### src/rtl/core/sincos_pkg.sv
// shared constants and types for the sine / cosine polynomial pipeline
`default_nettype none

package sincos_pkg;

  // default port widths
  localparam int ANGLE_WIDTH_DEF  = 32;
  localparam int RESULT_WIDTH_DEF = 32;

  // fraction bits of the polynomial arithmetic
  localparam int Q_FRAC = 30;

  // clock edges from the accepting edge to the edge that takes the result
  localparam int LATENCY = 17;

  // q30 working word
  typedef logic signed [31:0] q30_t;

  // range reduction constants
  localparam logic signed [32:0] PI_HALF_Q27 = 33'sd210828714;
  localparam logic        [30:0] INV_PI_Q32  = 31'd1367130551;
  localparam logic        [63:0] PI_Q58      = 64'h0C90_FDAA_2216_8C23;

  // minimax coefficients in q30
  localparam q30_t COEF_A  = -32'sd198515;
  localparam q30_t COEF_B  = 32'sd8924834;
  localparam q30_t COEF_C  = -32'sd178945024;
  localparam q30_t COEF_D  = 32'sd1073740816;
  localparam q30_t ONE_Q30 = 32'sd1073741824;

endpackage

`default_nettype wire

### src/rtl/core/sincos_mac.sv
// two-stage multiply, round to q30 and add unit
`default_nettype none

module sincos_mac #(
  parameter int AW = 32,
  parameter int BW = 32,
  parameter int CW = 32
) (
  input  logic                 clk,
  input  logic                 rst_n,
  input  logic                 in_vld,
  input  logic signed [AW-1:0] in_a,
  input  logic signed [BW-1:0] in_b,
  input  logic signed [CW-1:0] in_c,
  output logic                 out_vld,
  output logic signed [CW-1:0] out_res
);
  import sincos_pkg::*;

  localparam int PW = AW + BW;

  logic                 vld1_r;
  logic signed [PW-1:0] prod_r;
  logic signed [PW-1:0] prod_nxt;
  logic signed [CW-1:0] c_r;
  logic signed [PW-1:0] half;
  logic signed [PW-1:0] neg_adj;
  logic signed [PW-1:0] biased;
  logic signed [PW-1:0] shifted;
  logic                 vld2_r;
  logic signed [CW-1:0] res_r;
  logic signed [CW-1:0] res_nxt;

  // full width signed product
  assign prod_nxt = PW'(in_a) * PW'(in_b);

  // round to nearest, ties away from zero, then add the coefficient
  assign half    = {{(PW - Q_FRAC){1'b0}}, 1'b1, {(Q_FRAC - 1){1'b0}}};
  assign neg_adj = $signed({{(PW - 1){1'b0}}, prod_r[PW-1]});
  assign biased  = prod_r + half - neg_adj;
  assign shifted = biased >>> Q_FRAC;
  assign res_nxt = c_r + CW'(shifted);

  // valid bits
  always_ff @(posedge clk) begin
    if (!rst_n) begin
      vld1_r <= 1'b0;
      vld2_r <= 1'b0;
    end else begin
      vld1_r <= in_vld;
      vld2_r <= vld1_r;
    end
  end

  // data path
  always_ff @(posedge clk) begin
    prod_r <= prod_nxt;
    c_r    <= in_c;
    res_r  <= res_nxt;
  end

  assign out_vld = vld2_r;
  assign out_res = res_r;

endmodule

`default_nettype wire

### config.mk
export PLATFORM = sky130hd
export DESIGN_NAME = sincos_mac
export DESIGN_NICKNAME = d
export VERILOG_FILES = /design/src/rtl/core/sincos_pkg.sv /design/src/rtl/core/sincos_mac.sv
export SDC_FILE = /design/constraint.sdc
export NUM_CORES = 2
export LEC_CHECK = 0
export BUFFER_PORTS_ARGS = -buffer_cell sky130_fd_sc_hd__buf_4
export CAP_MARGIN = 20
export CORE_MARGIN = 4
export CORE_UTILIZATION = 55
export CTS_BUF_LIST = sky130_fd_sc_hd__clkbuf_4 sky130_fd_sc_hd__clkbuf_8 sky130_fd_sc_hd__clkbuf_16
export DETAILED_ROUTE_END_ITERATION = 16
export PLACE_DENSITY = 0.76
export SLEW_MARGIN = 20
export SYNTH_ARGS = -nofsm -noshare
export SYNTH_HDL_FRONTEND = slang
export SYNTH_SLANG_ARGS = --single-unit
### constraint.sdc
create_clock -name clk -period 11.7 [get_ports clk]
set_input_delay 2.34 -clock clk [delete_from_list [all_inputs] [get_ports clk]]
set_output_delay 2.34 -clock clk [all_outputs]
set_load 0.05 [all_outputs]
# After elaboration in Yosys (flattened, before gate mapping)
# Index checks and enable logic that the tools add are counted.
[word_totals]
regBits = 130
out_inout_bits = 33
[classes]
multipliers = 1
addsub = 3
[ops]
columns = ["cell", "count"]
rows = [
  ["multiplier 32 x 32 -> 64 bit", 1],
  ["adder 62 x 31 -> 62 bit, second input constant", 1],
  ["subtractor 62 x 2 -> 62 bit", 1],
  ["adder 32 bit", 1],
]

# Longest topological paths before layout
[logic_depth]
ltp_word = 3
depth_mapped = 30

# Worst setup path before layout
# Ideal clock, no wire load.
[synth_timing]
path_kind = "input -> register"
start = "in in_a[31]"
end = "reg prod_r[61]"
stages = 26
setup_slack_ns = 2.169
setup_time_ns = 0.062
path_buffers = 1
arrival_ns = 9.469
required_ns = 11.638
cell_sequence = "clkbuf_1 > nand2_1 > inv_1 > fa_1 > inv_1 > fa_1 > fa_1 > inv_1 > fa_1 > inv_1 > fa_1 > inv_1 > fa_1 > inv_1 > fa_1 > inv_1 > fa_1 > ha_1 > nand2_1 > nor2_1 > nand2_1 > nor3_1 > a21boi_1 > o21ai_1 > or4b_1 > nand3_1"
[synth_via]
elab_chain_len = 1
[synth_rtl]
columns = ["item", "line_no", "rtl"]
rows = [
  ["from (decl)", "sincos_mac.sv:12", "input logic signed [AW-1:0] in_a,"],
  ["multiplier 32 x 32 -> 64 bit", "sincos_mac.sv:35", "assign prod_nxt = PW'(in_a) * PW'(in_b);"],
  ["via prod_nxt[61]", "sincos_mac.sv:24", "logic signed [PW-1:0] prod_nxt;"],
  ["to (signal assigned)", "sincos_mac.sv:57", "prod_r <= prod_nxt;"],
  ["to (decl)", "sincos_mac.sv:23", "logic signed [PW-1:0] prod_r;"],
]
# The timed path passes the listed nets, and every way through them passes these cells.
# A chain may end at the register's enable or synchronous reset.

# Worst setup path in the final report
[layout_timing]
start = "in in_b[5]"
end = "reg prod_r[61]"
[layout_via]
elab_chain_len = 1
[layout_rtl]
columns = ["item", "line_no", "rtl"]
rows = [
  ["from (decl)", "sincos_mac.sv:13", "input logic signed [BW-1:0] in_b,"],
  ["multiplier 32 x 32 -> 64 bit", "sincos_mac.sv:35", ""],
  ["via prod_nxt[61]", "sincos_mac.sv:24", ""],
]
# The timed path passes the listed nets, and every way through them passes these cells.

==> results.md <==
- Area delta synth->final: 4.89%
- Vias in the first global route: around 34000
- Largest net degree at the start of global routing: 33
- Slew at the pin with the worst max-slew slack: a little under 1 ns
- Post-route ant nets: 0
- Die height: approximately 290 um
- Final setup TNS: 0 ns
- DR vias/cell: 5.41
- Clk Latency, worst-skew pair: approximately 0.42 ns
- Post-Synth Simple-Gate Area: 0.155
- Hold Buf Count CTS: 0
- Reg area: around 2600 um^2
- Gr ovfl total: 0
- Worst EP arrival: around 10 ns
- Delay-heaviest family, CP: adder cells
- Predominant post-synthesis flop cell: dfxtp_1
- Maximum clock path buffer count: 2
- Largest family of logic cells by synthesized area: adder cells
- Slowest stage delay, CP: 0.86 ns
- Hold path start: vld1_r
- Compound-Gate Fraction of Synth Area: 0.0640
- Seq/Total Area, Yosys: 0.0600
- Final cycle utilization of the critical path: 0.846
- Worst hold stages: 1
- Crit path time final: 9.90 ns
- Final wirelength: about 100000 um
- Via Count: slightly above 30000
- MaxCap Viol Count: 0
- Status: finished clean
- Finish-stage setup viols: 0
- Cells after Synth: 4662
- Synth Area in XOR/XNOR: 0.0242
- Syn Std Cell Area: 43100 um^2
- Post-synthesis mux area share: 0.000465
- Post-CTS Setup Bufs: 0
- HP Class: register to register
- Final GP Congestion: between 0.8 and 0.9
- Number of distinct library cells after synthesis: 75
- Fillers: 6545
- RSZ-0062 raised after global routing: false
- Die Wd: ~290 um
- Max-slew violations: 0
- Slowest cell on crit path: fa_1
- CTS root buffer: clkbuf_16
- Clk sinks: approximately 130
- Flop-to-flop setup slack: roughly 6 ns
- Pre-antenna DRT Iters: 7
- Worst Reg2Reg Path Length in Cells: 21
- DRC Markers: 0
- Hold Vio Cnt, Final: 0
- Share of cells above drive strength 1: 0.0412
- Row cnt: roughly 100
- # port buffers: around 130
- Clock-pin transition on the worst setup and hold timing paths: about 0.050 ns
- Post-synth EDFFs: 0
- YS warnings: 0
- Reg-to-reg startpoint: prod_r[27]
- Mapped Avg Cell Area: 9.24 um^2
- I/O Pins: 132
- First-pass GRT wire length: approximately 180000 um
- Slew Limit Headroom: 0.358
- All-Layer GR Usage: 0.266
- Detailed placement HPWL: around 86000 um
- Die area: 82800 um^2
- Most frequent cells in the layout: inv_1, fa_1, nand2_1, and2_1, ha_1
- Initial cell density of the core: 0.556
- Req. time, crit path: ~12 ns
- # nets final: roughly 6100
- CTS tree: built
- Worst Path Buf+Inv: 8
- Crit Path Class: primary input to register
- Synth async-reset ratio: 0
- Detailed Route Iter0 Violations: about 2000
- #FFs+latches synth: 129
- Startpoint type of the worst setup path: primary input
- Area of the multi-input gates: between 30000 and 40000 um^2
- Initial antenna violation count: 1
- WHS Endpoint: out_vld
- Resized Gates After CTS: 0
- Worst Setup End Kind: register
- Clock skew: about 0.0090 ns
- Reg2reg end: out_res[31]
- Fmax: a little over 100 MHz
- WL per Instance: roughly 18 um
- Num CTS Buffers: 17
- CORE AREA: just under 80000 um^2
- Mapped Nets: around 6100
- CTS H-tree depth: 4
- Most used cell, CP: fa_1
- Synth Area in Adders: 0.583
- Worst-path fanout max: 32
[state kept, by name, indices dropped and copies added, names as in the netlist]
signal   flops
prod_r      63
c_r         32
out_res     32
out_vld      1
vld1_r       1
[cell usage after synthesis (3+ instances only)]
master,count,area share
a211o_1,8,0.0016
a211oi_1,19,0.0033
a21o_1,73,0.013
a21oi_1,122,0.014
a221o_1,3,0.00070
a221oi_1,3,0.00061
a31o_2,3,0.00061
a31oi_1,13,0.0019
a41oi_1,4,0.00081
and2_1,506,0.074
and3_1,11,0.0016
clkbuf_1,207,0.018
dfxtp_1,129,0.060
fa_1,1083,0.50
ha_1,275,0.080
inv_1,1083,0.094
nand2_1,585,0.051
nand2b_1,25,0.0036
nand3_1,41,0.0048
nand4_1,18,0.0026
nor2_1,109,0.0095
nor2b_1,12,0.0017
nor3_1,20,0.0023
o2111ai_1,3,0.00061
o211a_1,3,0.00070
o211ai_1,10,0.0017
o21a_1,11,0.0019
o21ai_0,62,0.0072
o21ai_1,4,0.00046
o21bai_1,17,0.0030
o22ai_1,3,0.00044
o311ai_0,3,0.00061
o31a_1,6,0.0012
o31ai_1,9,0.0016
or2_2,9,0.0013
or3_1,5,0.00073
xnor2_1,87,0.018
xor2_1,32,0.0065
[per-layer routing]
metal	vias to the layer above	track usage	wire length [um]
li1	13600	-	-
met2	1216	0.432	48700
met4	0	0.0656	2450
met3	204	0.0718	10100
met1	15500	0.358	42900
met5	-	0	0
[final cells by class]
type	instances	share of cell area
multi-input combinational	3239	0.789
tap	1040	0.0288
clock buffer	25	0.0112
sequential	129	0.0572
inverter	1083	0.0900
timing repair buffer	132	0.0219
antenna	1	0.0000554
clock inverter	5	0.00227
[stage by stage]
stage          area [um^2]   util  setup slack [ns]  hold slack, ns  instances
3_3_place_gp         44600  0.575              1.58           0.417       5623
3_5_place_dp         44600  0.575              1.37           0.422       5623
4_1_cts              45200  0.583              1.81           0.436       5653
2_1_floorplan        43100      -              2.17           0.412       4662
5_1_grt              45200  0.583              1.33           0.459       5654
6_report             45200  0.583              1.80           0.436       5654
[logic make-up (layout without fill, tap and decap cells)]
family                   Yosys count  after routing
multiplexers                       2              2
adder cells (fa/ha/maj)         1358           1358
XOR/XNOR                         119            119
buffers and inverters           1294           1245
flip-flops                       129            129
other                              0              1
AO/OA/AOI/OAI                    408            408
AND/OR/NAND/NOR                 1352           1352
[how the worst max path moves through the flow]
stage	start	to	cells past startpoint
final	in_b[5]	prod_r[61]	26
after CTS	in_b[5]	prod_r[61]	26
after detailed placement	in_b[5]	prod_r[61]	26
after floorplan	in_a[31]	prod_r[61]	26
after global routing	in_b[5]	prod_r[61]	26
after global placement	in_b[5]	prod_r[61]	26
Power is not shown: default switching activity piles up to over one toggle a cycle in this logic, so the estimate is an artifact.
